## config.mk

```make
export PLATFORM = sky130hd
export DESIGN_NAME = utf8_to_gb2312_transcoder
export DESIGN_NICKNAME = d
export VERILOG_FILES = /design/src/hw/rtl/u8gb_pkg.sv /design/src/hw/rtl/utf8_to_gb2312_transcoder.sv /design/src/hw/rtl/u8gb_search.sv
export VERILOG_INCLUDE_DIRS = /design/src /design/src/hw/rtl
export SDC_FILE = /design/constraint.sdc
export NUM_CORES = 1
export LEC_CHECK = 0
export ABC_AREA = 1
export BUFFER_PORTS_ARGS = -buffer_cell sky130_fd_sc_hd__buf_2
export CAP_MARGIN = 20
export CORE_AREA = 10 10 201 393
export CTS_BUF_LIST = sky130_fd_sc_hd__clkbuf_4 sky130_fd_sc_hd__clkbuf_8
export CTS_CLUSTER_DIAMETER = 200
export DETAILED_ROUTE_END_ITERATION = 7
export DIE_AREA = 0 0 211 403
export HOLD_SLACK_MARGIN = 0.05
export PLACE_DENSITY = 0.81
export SYNTH_ARGS = -nofsm -noshare
export SYNTH_HDL_FRONTEND = slang
export SYNTH_SLANG_ARGS = --single-unit
```

## constraint.sdc

```tcl
create_clock -name clk -period 13.2 [get_ports clk]
set_clock_uncertainty 0.1 [all_clocks]
set_input_delay 2.64 -clock clk [delete_from_list [all_inputs] [get_ports clk]]
set_output_delay 2.64 -clock clk [all_outputs]
set_load 0.02 [all_outputs]
```

## src/hw/rtl/utf8_to_gb2312_transcoder_defines.svh

```systemverilog
`ifndef UTF8_TO_GB2312_TRANSCODER_DEFINES_SVH
`define UTF8_TO_GB2312_TRANSCODER_DEFINES_SVH

// Same-cycle implication, disabled while in reset.
`define U8GB_ASSERT_NOW(lbl, clk, rst, ante, cons, msg) \
  lbl: assert property (@(posedge clk) disable iff (rst) (ante) |-> (cons)) else $error(msg);

// Next-cycle implication, disabled while in reset.
`define U8GB_ASSERT_NEXT(lbl, clk, rst, ante, cons, msg) \
  lbl: assert property (@(posedge clk) disable iff (rst) (ante) |=> (cons)) else $error(msg);

`endif

```

## src/hw/rtl/u8gb_pkg.sv

```systemverilog
`timescale 1ns / 1ps

package u8gb_pkg;

  localparam logic [7:0] QMARK       = 8'h3F;
  localparam logic       OP_CONVERT  = 1'b0;
  localparam logic       OP_LOAD     = 1'b1;
  localparam int         CFG_W       = 6;
  localparam int         IDX_W       = 5;
  localparam int         IN_DATA_W   = 48;
  localparam int         OUT_DATA_W  = 8;
  localparam logic [15:0] CODE_REPL  = 16'hFFFD;

  typedef enum logic [2:0] {
    ST_IDLE   = 3'b001,
    ST_SEARCH = 3'b010,
    ST_OUT    = 3'b100
  } top_state_t;

  typedef enum logic [2:0] {
    SR_IDLE  = 3'b001,
    SR_PROBE = 3'b010,
    SR_CMP   = 3'b100
  } search_state_t;

  typedef struct packed {
    logic        start;
    logic [15:0] key;
  } search_req_t;

  typedef struct packed {
    logic        done;
    logic        hit;
    logic [15:0] code;
  } search_resp_t;

  typedef struct packed {
    logic             en;
    logic [IDX_W-1:0] index;
    logic [15:0]      key;
    logic [15:0]      code;
  } table_load_t;

endpackage

```

## src/hw/rtl/utf8_to_gb2312_transcoder.sv

```systemverilog
`timescale 1ns / 1ps
// A byte that needs no table lookup shows its first result in the cycle after its
// transfer; a lookup passes the sreq register, then each binary-search probe runs SR_PROBE
// (registered table read) and SR_CMP, and a miss closes with a final SR_PROBE (at most 6
// probes at 32 entries). A new item is taken only in ST_IDLE, after the search and all
// output bytes of the last item; load items are written as accepted and yield no output.
// Reset (rst, synchronous, active high) clears held bytes, entry_count and the sequencer;
// table contents are undefined until loaded.
`include "utf8_to_gb2312_transcoder_defines.svh"

module utf8_to_gb2312_transcoder import u8gb_pkg::*; #(
  parameter int TABLE_DEPTH = 32
) (
  input  logic                  clk,
  input  logic                  rst,
  input  logic                  cfg_valid,
  output logic                  cfg_ready,
  input  logic [CFG_W-1:0]      cfg_data,     // entry_count
  input  logic                  s_tvalid,
  output logic                  s_tready,
  input  logic [IN_DATA_W-1:0]  s_tdata,      // in_byte, entry_index, entry_code, entry_gb
  input  logic                  s_tlast,      // message_end
  input  logic                  s_tuser,      // operation
  output logic                  m_tvalid,
  input  logic                  m_tready,
  output logic [OUT_DATA_W-1:0] m_tdata,      // out_byte
  output logic                  m_tlast,      // run_last
  output logic                  m_tuser       // message_done
);

  typedef struct packed {
    logic       emit;
    logic       hold;
    logic [7:0] val;
  } lead_t;

  function automatic lead_t take_lead(input logic [7:0] b);
    lead_t r;
    r = '0;
    if (!b[7]) begin
      r.emit = 1'b1;
      r.val  = b;
    end else if ((b[7:5] == 3'b110) || (b[7:4] == 4'b1110)) begin
      r.hold = 1'b1;
    end else begin
      r.emit = 1'b1;
      r.val  = QMARK;
    end
    return r;
  endfunction

  top_state_t         state;
  logic [CFG_W-1:0]   entry_count;
  logic [7:0]         held_lead;
  logic [7:0]         held_cont;
  logic [1:0]         held_count;
  logic [2:0][7:0]    q;
  logic [1:0]         qn;
  logic [1:0]         optr;
  logic               end_flag;
  search_req_t        sreq;
  search_resp_t       sresp;
  table_load_t        load;

  logic               in_xfer;
  logic               out_xfer;
  logic               out_last;
  logic [7:0]         b_in;

  logic [2:0][7:0]    q_next;
  logic [1:0]         qn_next;
  logic [7:0]         lead_next;
  logic [7:0]         cont_next;
  logic [1:0]         count_next;
  logic               need_search;
  logic [15:0]        code_next;

  assign cfg_ready = 1'b1;
  assign s_tready  = (state == ST_IDLE);
  assign in_xfer   = s_tvalid && s_tready;
  assign b_in      = s_tdata[7:0];

  assign load.en    = in_xfer && (s_tuser == OP_LOAD);
  assign load.index = s_tdata[12:8];
  assign load.key   = s_tdata[28:13];
  assign load.code  = s_tdata[44:29];

  always_comb begin
    lead_t      tl;
    logic       have_code;
    logic       cont_ok;
    q_next      = '0;
    qn_next     = '0;
    lead_next   = held_lead;
    cont_next   = held_cont;
    count_next  = held_count;
    need_search = 1'b0;
    code_next   = '0;
    have_code   = 1'b0;
    tl          = '0;
    cont_ok     = (b_in[7:6] == 2'b10);

    if (held_count == 2'd0) begin
      tl = take_lead(b_in);
    end else if (!cont_ok) begin
      q_next[qn_next] = QMARK;
      qn_next = qn_next + 2'd1;
      if (held_count >= 2'd2) begin
        q_next[qn_next] = QMARK;
        qn_next = qn_next + 2'd1;
      end
      lead_next  = '0;
      cont_next  = '0;
      count_next = '0;
      tl = take_lead(b_in);
    end else if (held_lead[7:5] == 3'b110) begin
      code_next  = {5'd0, held_lead[4:0], b_in[5:0]};
      have_code  = 1'b1;
      lead_next  = '0;
      cont_next  = '0;
      count_next = '0;
    end else if (held_count == 2'd1) begin
      cont_next  = b_in;
      count_next = 2'd2;
    end else begin
      code_next  = {held_lead[3:0], held_cont[5:0], b_in[5:0]};
      have_code  = 1'b1;
      lead_next  = '0;
      cont_next  = '0;
      count_next = '0;
    end

    if (tl.emit && (qn_next < 2'd3)) begin
      q_next[qn_next] = tl.val;
      qn_next = qn_next + 2'd1;
    end
    if (tl.hold) begin
      lead_next  = b_in;
      count_next = 2'd1;
    end

    if (have_code) begin
      if (code_next[15:7] == 9'd0) begin
        q_next[0] = code_next[7:0];
        qn_next   = 2'd1;
      end else if (code_next == CODE_REPL) begin
        q_next[0] = QMARK;
        qn_next   = 2'd1;
      end else begin
        need_search = 1'b1;
      end
    end

    // flush one '?' per byte still held at message end
    if (s_tlast) begin
      if ((count_next >= 2'd1) && (qn_next < 2'd3)) begin
        q_next[qn_next] = QMARK;
        qn_next = qn_next + 2'd1;
      end
      if ((count_next >= 2'd2) && (qn_next < 2'd3)) begin
        q_next[qn_next] = QMARK;
        qn_next = qn_next + 2'd1;
      end
      lead_next  = '0;
      cont_next  = '0;
      count_next = '0;
    end
  end

  u8gb_search #(
    .TABLE_DEPTH (TABLE_DEPTH)
  ) u_search (
    .clk         (clk),
    .rst         (rst),
    .entry_count (entry_count),
    .load        (load),
    .req         (sreq),
    .resp        (sresp)
  );

  assign m_tvalid = (state == ST_OUT);
  assign out_last = (optr == (qn - 2'd1));
  assign m_tdata  = q[optr];
  assign m_tlast  = out_last;
  assign m_tuser  = out_last && end_flag;
  assign out_xfer = m_tvalid && m_tready;

  always_ff @(posedge clk) begin
    if (rst) begin
      state       <= ST_IDLE;
      entry_count <= '0;
      held_lead   <= '0;
      held_cont   <= '0;
      held_count  <= '0;
      qn          <= '0;
      optr        <= '0;
      end_flag    <= 1'b0;
      sreq        <= '0;
    end else begin
      sreq.start <= in_xfer && (s_tuser == OP_CONVERT) && need_search;
      if (cfg_valid && cfg_ready) begin
        entry_count <= cfg_data;
      end
      case (state)
        ST_IDLE: begin
          if (in_xfer && (s_tuser == OP_CONVERT)) begin
            held_lead  <= lead_next;
            held_cont  <= cont_next;
            held_count <= count_next;
            q          <= q_next;
            qn         <= qn_next;
            optr       <= '0;
            end_flag   <= s_tlast;
            if (need_search) begin
              sreq.key   <= code_next;
              state      <= ST_SEARCH;
            end else if (qn_next != 2'd0) begin
              state <= ST_OUT;
            end
          end
        end
        ST_SEARCH: begin
          if (sresp.done) begin
            if (sresp.hit && (sresp.code != 16'd0)) begin
              q[0] <= sresp.code[15:8];
              q[1] <= sresp.code[7:0];
              qn   <= 2'd2;
            end else begin
              q[0] <= QMARK;
              qn   <= 2'd1;
            end
            state <= ST_OUT;
          end
        end
        ST_OUT: begin
          if (out_xfer) begin
            if (out_last) begin
              state <= ST_IDLE;
            end else begin
              optr <= optr + 2'd1;
            end
          end
        end
        default: state <= ST_IDLE;
      endcase
    end
  end

  `U8GB_ASSERT_NOW(a_no_accept_while_out, clk, rst, m_tvalid, !s_tready, "input taken while output pending")
  `U8GB_ASSERT_NEXT(a_last_ends_run, clk, rst, out_xfer && m_tlast, !m_tvalid, "output continues after last")
  `U8GB_ASSERT_NOW(a_held_range, clk, rst, 1'b1, held_count != 2'd3, "held byte count out of range")
  `U8GB_ASSERT_NOW(a_done_in_search, clk, rst, sresp.done, state == ST_SEARCH, "search result outside search")

endmodule

```

## src/hw/rtl/u8gb_search.sv

```systemverilog
`timescale 1ns / 1ps

module u8gb_search import u8gb_pkg::*; #(
  parameter int TABLE_DEPTH = 32
) (
  input  logic               clk,
  input  logic               rst,
  input  logic [CFG_W-1:0]   entry_count,
  input  table_load_t        load,
  input  search_req_t        req,
  output search_resp_t       resp
);

  localparam int AW = (TABLE_DEPTH > 1) ? $clog2(TABLE_DEPTH) : 1;
  localparam int CW = $clog2(TABLE_DEPTH + 1);

  logic [15:0] key_mem  [TABLE_DEPTH];
  logic [15:0] code_mem [TABLE_DEPTH];

  search_state_t state;
  logic [CW-1:0] lo;
  logic [CW-1:0] hi_end;
  logic [AW-1:0] mid;
  logic [15:0]   key;
  logic [15:0]   rd_key;
  logic [15:0]   rd_code;

  logic [CW-1:0] n_eff;
  logic [CW:0]   mid_sum;
  logic [AW-1:0] probe_idx;
  logic          empty_range;
  logic          match;

  assign n_eff = (32'(entry_count) > TABLE_DEPTH) ? CW'(TABLE_DEPTH) : CW'(entry_count);
  // lo + hi with hi = hi_end - 1; only used while lo < hi_end
  assign mid_sum     = {1'b0, lo} + {1'b0, hi_end} - {{CW{1'b0}}, 1'b1};
  assign probe_idx   = AW'(mid_sum >> 1);
  assign empty_range = (lo >= hi_end);
  assign match       = (rd_key == key);

  always_ff @(posedge clk) begin
    if (load.en && (32'(load.index) < TABLE_DEPTH)) begin
      key_mem[AW'(load.index)]  <= load.key;
      code_mem[AW'(load.index)] <= load.code;
    end
    if (state == SR_PROBE) begin
      rd_key  <= key_mem[probe_idx];
      rd_code <= code_mem[probe_idx];
    end
  end

  always_ff @(posedge clk) begin
    if (rst) begin
      state  <= SR_IDLE;
      lo     <= '0;
      hi_end <= '0;
    end else begin
      case (state)
        SR_IDLE: begin
          if (req.start) begin
            key    <= req.key;
            lo     <= '0;
            hi_end <= n_eff;
            state  <= SR_PROBE;
          end
        end
        SR_PROBE: begin
          mid <= probe_idx;
          if (empty_range) begin
            state <= SR_IDLE;
          end else begin
            state <= SR_CMP;
          end
        end
        SR_CMP: begin
          if (match) begin
            state <= SR_IDLE;
          end else begin
            if (rd_key < key) begin
              lo <= CW'({1'b0, mid} + 1'b1);
            end else begin
              hi_end <= CW'(mid);
            end
            state <= SR_PROBE;
          end
        end
        default: state <= SR_IDLE;
      endcase
    end
  end

  assign resp.done = ((state == SR_PROBE) && empty_range) || ((state == SR_CMP) && match);
  assign resp.hit  = (state == SR_CMP) && match;
  assign resp.code = rd_code;

endmodule
```

### Yosys cells after proc, flatten, opt, wreduce, memory -nomap -nowiden

Memories as Yosys holds them, arrays and structs flattened. A register that Yosys moved wholly into a read port is not among the register bits.
Index checks and enable logic that the tools add are counted.

| storage, ports and cells | value |
|---|---|
| RAM bits | 1024 |
| flip-flop bits (word level) | 107 |
| memories kept | 2 |
| input port bits | 61 |
| logic and storage cells | 220 |

| cells by class | value |
|---|---|
| $add $sub $neg | 8 |
| eq/ne operators | 28 |
| reductions and logical operators | 38 |
| bitwise gates (word level) | 8 |
| magnitude comparators | 16 |
| multiplexer cells | 102 |

Memory list:

| name | depth | bits a word | read ports | clocked after Yosys merged registers in | write ports | RTL line | text |
|---|---|---|---|---|---|---|---|
| u_search.code_mem | 32 | 16 | 1 | 1 | 1 | u8gb_search.sv:18 | `logic [15:0] code_mem [TABLE_DEPTH];` |
| u_search.key_mem | 32 | 16 | 1 | 1 | 1 | u8gb_search.sv:17 | `logic [15:0] key_mem [TABLE_DEPTH];` |

Operator list:

| cell | number |
|---|---|
| $mux 24 | 5 |
| $mux 8 | 15 |
| $mux 16 | 7 |
| $mux 6 | 14 |
| $demux 8 s2 | 3 |
| $mux 2 | 24 |
| $or 18x18->18 | 2 |
| $pmux 16 s2 | 1 |
| $bwmux 24 | 1 |
| $mux 3 | 8 |
| $pmux 6 s2 | 2 |
| $mux 10 | 2 |
| $reduce_and 4->1 | 5 |
| $pmux 3 s3 | 2 |
| $bmux 8 s2 | 1 |
| $eq 16x16->1 | 1 |
| $eq 16x16->1 const B | 1 |
| $lt 16x16->1 | 1 |
| $reduce_bool 16->1 | 1 |
| $logic_and 1x1->1 | 15 |
| $reduce_and 3->1 | 5 |
| $mux 14 | 1 |
| $ne 2x2->1 const B | 7 |
| $mux 1 | 13 |
| other kinds (33) | 63 |

### Depth between registers and ports, before layout

| depth | value |
|---|---|
| word-level depth | 25 |
| gate-level depth with buffers | 30 |
| mapped depth without buffers | 29 |

### By module

A second synthesis with hierarchy kept.

| second synthesis, totals | value |
|---|---|
| cell total of the unflattened synthesis | 3989 |
| area, all modules | 47752.0 sq um |

By module, submodules not included:

| module | cells each | area each (sq um) | instances | seq. area each (sq um) |
|---|---|---|---|---|
| u8gb_search | 3468 | 43933.4 | 1 | 32641.3 |
| utf8_to_gb2312_transcoder | 521 | 3818.7 | 1 | 1631.6 |

### Least setup slack after synthesis

OpenSTA, ideal clock, no wires.

| path | value |
|---|---|
| kind | input port to flip-flop |
| start | input s_tdata[7] |
| end | register q[0] (netlist name), data pin |
| cell stages on the path | 24 |
| path buffers | 1 |
| library setup time | 0.255 ns |
| arrival | 5.079 ns |
| setup slack | 7.765 ns |
| path through | buf_4 > inv_2 > nor2_4 > nand3b_1 > nand3_1 > nor2_1 > nand2_2 > nand2_4 > nand2_4 > nand2_4 > ha_1 > inv_1 > nand2_1 > inv_2 > nand2_1 > and2_4 > inv_1 > ha_1 > nor2_1 > a22o_1 > a21oi_1 > nand2_1 > o21ai_0 > inv_1 |

| between the ends | value |
|---|---|
| word-level cells in the longest chain between the ends | 24 |

RTL lines:

| item | RTL line | text |
|---|---|---|
| start, declared | utf8_to_gb2312_transcoder.sv:21 | `input logic [IN_DATA_W-1:0] s_tdata,` |
| $eq 4x4->1 or $eq 3x3->1 (tied branches) | utf8_to_gb2312_transcoder.sv:43 | `end else if ((b[7:5] == 3'b110) \|\| (b[7:4] == 4'b1110)) begin` |
| $logic_or 1x1->1 | utf8_to_gb2312_transcoder.sv:43 |  |
| $mux 1 | utf8_to_gb2312_transcoder.sv:43 |  |
| $mux 1 | utf8_to_gb2312_transcoder.sv:40 | `if (!b[7]) begin` |
| $mux 10 | utf8_to_gb2312_transcoder.sv:105 | `end else if (!cont_ok) begin` |
| $mux 10 | utf8_to_gb2312_transcoder.sv:103 | `if (held_count == 2'd0) begin` |
| $logic_and 1x1->1 | utf8_to_gb2312_transcoder.sv:133 | `if (tl.emit && (qn_next < 2'd3)) begin` |
| $mux 2 | utf8_to_gb2312_transcoder.sv:133 |  |
| [8 not listed] | n/a |  |
| $logic_and 1x1->1 (implied by the code) | utf8_to_gb2312_transcoder.sv:161 | `q_next[qn_next] = QMARK;` |
| $mux 8 (implied by the code) | utf8_to_gb2312_transcoder.sv:161 |  |
| $demux 8 s2 | utf8_to_gb2312_transcoder.sv:161 |  |
| $or 18x18->18 (no line) | n/a |  |
| $mux 24 | utf8_to_gb2312_transcoder.sv:160 | `if ((count_next >= 2'd2) && (qn_next < 2'd3)) begin` |
| $mux 24 * | utf8_to_gb2312_transcoder.sv:155 | `if (s_tlast) begin` |
| $mux 16 * | utf8_to_gb2312_transcoder.sv:206 | `if (in_xfer && (s_tuser == OP_CONVERT)) begin` |
| $pmux 16 s2 * | utf8_to_gb2312_transcoder.sv:204 | `case (state)` |
| end signal, assigned | utf8_to_gb2312_transcoder.sv:210 | `q <= q_next;` |
| end, declared | utf8_to_gb2312_transcoder.sv:57 | `logic [2:0][7:0] q;` |

Every way passes the cells marked *; elsewhere a longest branch is shown, timed or not. The select of a mux whose other input is x is not followed.
A chain may end at the register's enable or synchronous reset.

### Final worst setup path

| path | value |
|---|---|
| start | register u_search.hi_end[1] |
| end | register u_search.rd_code[11] (read register of u_search.code_mem), data pin |

| between the ends | value |
|---|---|
| word-level cells in the longest chain between the ends | 2 |

RTL lines:

| item | RTL line | text |
|---|---|---|
| start, declared | u8gb_search.sv:22 | `logic [CW-1:0] hi_end;` |
| start signal, assigned | u8gb_search.sv:63 | `hi_end <= n_eff;` |
| start signal, assigned | u8gb_search.sv:82 | `hi_end <= CW'(mid);` |
| $add 6x6->6 | u8gb_search.sv:36 | `assign mid_sum = {1'b0, lo} + {1'b0, hi_end} - {{CW{1'b0}}, 1'b1};` |
| $sub 6x1->6 | u8gb_search.sv:36 |  |
| via u_search.mid_sum[2] | u8gb_search.sv:29 | `logic [CW:0] mid_sum;` |
| end, declared | u8gb_search.sv:26 | `logic [15:0] rd_code;` |

The timed path passes the listed nets, and every way through them passes these cells.

==> flow_metrics.tcl <==
set metrics [dict create \
    timing.critical_path.max_delay_family "buffers and inverters" \
    maxSlewViolCount 0 \
    synth.largest_area_cell "edfxtp_1" \
    dp.final_hpwl_um 66600 \
    synth_ff_type "edfxtp_1" \
    number_of_global_route_vias_before_repair 29500 \
    number_of_flip_flops_and_latches_in_the_synthesized_netlist 1162 \
    core_region_area_mm2 0.0725 \
    via_per_inst 6.71 \
    number_of_levels_in_the_clock_h_tree 4 \
    worst_skew_pair.late_latency_ns 0.81 \
    crit_path_max_fanout 216 \
    r2r_cells 13 \
    post-route-min-period_ns 5.92 \
    globalRouteTotalUtil_pct 27.2 \
    synth.cell_area_mm2 0.0468 \
    worst_setup_path_end_kind "flop" \
    cts_max_path_buffers 3 \
    synth-edff-count 1100 \
    worst-slew-pin-transition_ns 1.10 \
    max-slew-margin-rel_pct 26.4 \
    die-width_um 211 \
    worstSetupPathType "flop to flop" \
    fp.dieArea_mm2 0.0850 \
    power_density_mw_per_mm2 137 \
    cts-buffers-inserted 149 \
    gp_routability_congestion 0.980 \
    initial_core_util_pct 64.6 \
    syn_to_final_growth_pct 9.40 \
    final_antenna_net_count 0 \
    grt_max_degree 217 \
    drt_drc_violations_left 0 \
    fin_nets 3446 \
    drt_wl_total_um 117000 \
    hold_viol_final 0 \
    holdCritPathClass "flop to flop" \
    post_route_cells_drive_above_1_share_pct 12.6 \
    design_power_total_mw 7.04 \
    postSynth.asyncResetShare_pct 0 \
    critical_path.slowest_cell "buf_4" \
    setup_tns_ns 0 \
    post_cts.resized_instances 0 \
    post-route-period-util_pct 44.8 \
    yosys_warnings 0 \
    grt_overflow_total 0 \
    cap_viol_max_count 0 \
    vdd_ir_drop_max_mv 0.0954 \
    cp.buffers_inverters 5 \
    drt_first_iter_violations 3870 \
    cellLeakagePower_nw 18.7 \
    number_of_vias_in_the_routed_layout 29400 \
    syn_avg_cell_area_um2 14.3 \
    ctsRootBufferMaster "clkbuf_8" \
    cts.clk_slew.worst_paths_ns 0.06 \
    floorplan.rows 140 \
    cts.repair_timing.setup_buffer_count 0 \
    cp_data_arrival_time_ns 6.36 \
    synth_nets 3379 \
    drtPass1Iterations 6 \
    cts_tree "built" \
    ys_top_cells_by_area "edfxtp_1 (71%), mux2i_1 (5.5%), o221ai_1 (4.8%)" \
    setup_viol 0 \
    max_clk_rate_mhz 169 \
    clock_sink_count 1162 \
    buffer_ports.inserted 69 \
    final.setup.worst_slack_ns 7.28 \
    grt_antenna_before_repair 7 \
    synth_cell_type_count 54 \
    crit_cells 13 \
    startpoint_type "flop" \
    floorplan.io_pins 74 \
    status "finished clean" \
    hold_depth 0 \
    synth_seq_area_share_pct 73.2 \
    syn_inst 3277 \
    grt_first_pass_wirelength_um 173000 \
    wl_per_cell_um 26.6 \
    pre_cts_slack_ns 6.89 \
    worst_ep_required_time_ns 13.64 \
    max_stage_delay_ns 0.85 \
    post_cts_hold_buffer_count 0 \
    die_height_um 403 \
    rsz0062_at_grt "no" \
    synth_top_area_share_pct 70.5 \
    timing.critical_path.cells "inv_1, ha_1, inv_1, ha_4, fa_4, buf_12, buf_4, buf_12, o21ai_0, o221ai_1, nand3_1, and3_1, a31oi_1" \
]
## sequential cells by signal, summed over array words and instances (netlist names), 5 cells and up
name               cells
held_lead              8
held_cont              6
u_search.lo            6
u_search.rd_key       16
u_search.key_mem     512
u_search.key          16
sreq                  17
u_search.rd_code      16
u_search.code_mem    512
u_search.hi_end        6
q                     23
entry_count            6
u_search.mid           5
## kinds of logic (layout without fill, tap and decap cells)
logic type / Yosys count / after routing / share of synthesized area [%]
muxes: 256 / 256 / 5.47
buffers and inverters: 332 / 517 / 2.86
and+or+nand+nor: 770 / 770 / 7.35
DFF: 1162 / 1162 / 73.2
adders and majority gates: 41 / 41 / 1.11
xor gates and xnor gates: 5 / 5 / 0.0935
other: 1 / 3 / 0.00801
AOI/OAI and AO/OA: 710 / 710 / 9.93
## metrics by stage
step,util (%),hold WS [ns],area [um2],instances
floorplan,-,0.303,46800,3277
global placement,66.5,0.313,48200,4115
detailed placement,66.5,0.316,48200,4115
CTS,70.6,0.332,51200,4384
global route,70.6,0.340,51200,4386
finish,70.6,0.333,51200,4387
## area by class of cell
cell class	count	area, um2
clock inverters	72	529
clock buffers	197	2430
well taps	923	1150
repair buffers	125	836
diodes	2	5.00
multi-input cells	1783	11500
inverters	123	474
flip-flops and latches	1162	34300
fillers	4430	21300
## final timing paths
| path | slack, ns | start | end |
|---|---|---|---|
| min reg2reg | 0.33 | sreq[13] | u_search.key[13] |
| max reg2reg | 7.28 | u_search.hi_end[1] | u_search.rd_code[11] |
| max | 7.28 | u_search.hi_end[1] | u_search.rd_code[11] |
| min | 0.33 | sreq[13] | u_search.key[13] |
## cell usage in the layout (no fill, tap or decap), types with 7 or more instances in the layout
cell type  netlist  routed
dfxtp_1         62      62
nand3_1        174     174
buf_2           41      69
a31oi_1         32      32
bufinv_16        0       7
inv_1          114     111
clkbuf_8         0     152
clkbuf_4         0      45
nor3_1           8       7
nor2_1         364     332
o21ai_0        321     321
and3_1          32      32
edfxtp_1      1100    1100
a21oi_1         68      68
nor2_4           4      36
nand3_2          8       8
o221ai_1       257     257
nand2_1        146     146
ha_1            40      39
buf_4            8      51
clkinv_1         1      39
mux2i_1        256     256
inv_2            7       8
clkinv_2         0      18
## routing by layer
layer | part of all wire (%) | routed length (um) | track usage (%)
met5 | 0.074 | 86 | 0
met4 | 5.6 | 6580 | 16.1
met3 | 8.7 | 10200 | 4.86
met2 | 52 | 60800 | 47.1
met1 | 34 | 39200 | 30.8
## cell usage after synthesis, drive strengths merged (13+ instances only)
library cell and n:
edfxtp 1100, nor2 372, o21ai 325, o221ai 257, mux2i 256, nand3 182
nand2 153, clkbuf 147, inv 122, a21oi 68, buf 62, dfxtp 62
ha 40, a31oi 32, and3 32, nor3 13
## power by group
group	switching [mW]	internal, mW
combinational	0.254	0.0872
clock	1.26	1.34
sequential	0.0188	4.08
Note: power is estimated with default switching activity, not from simulation.
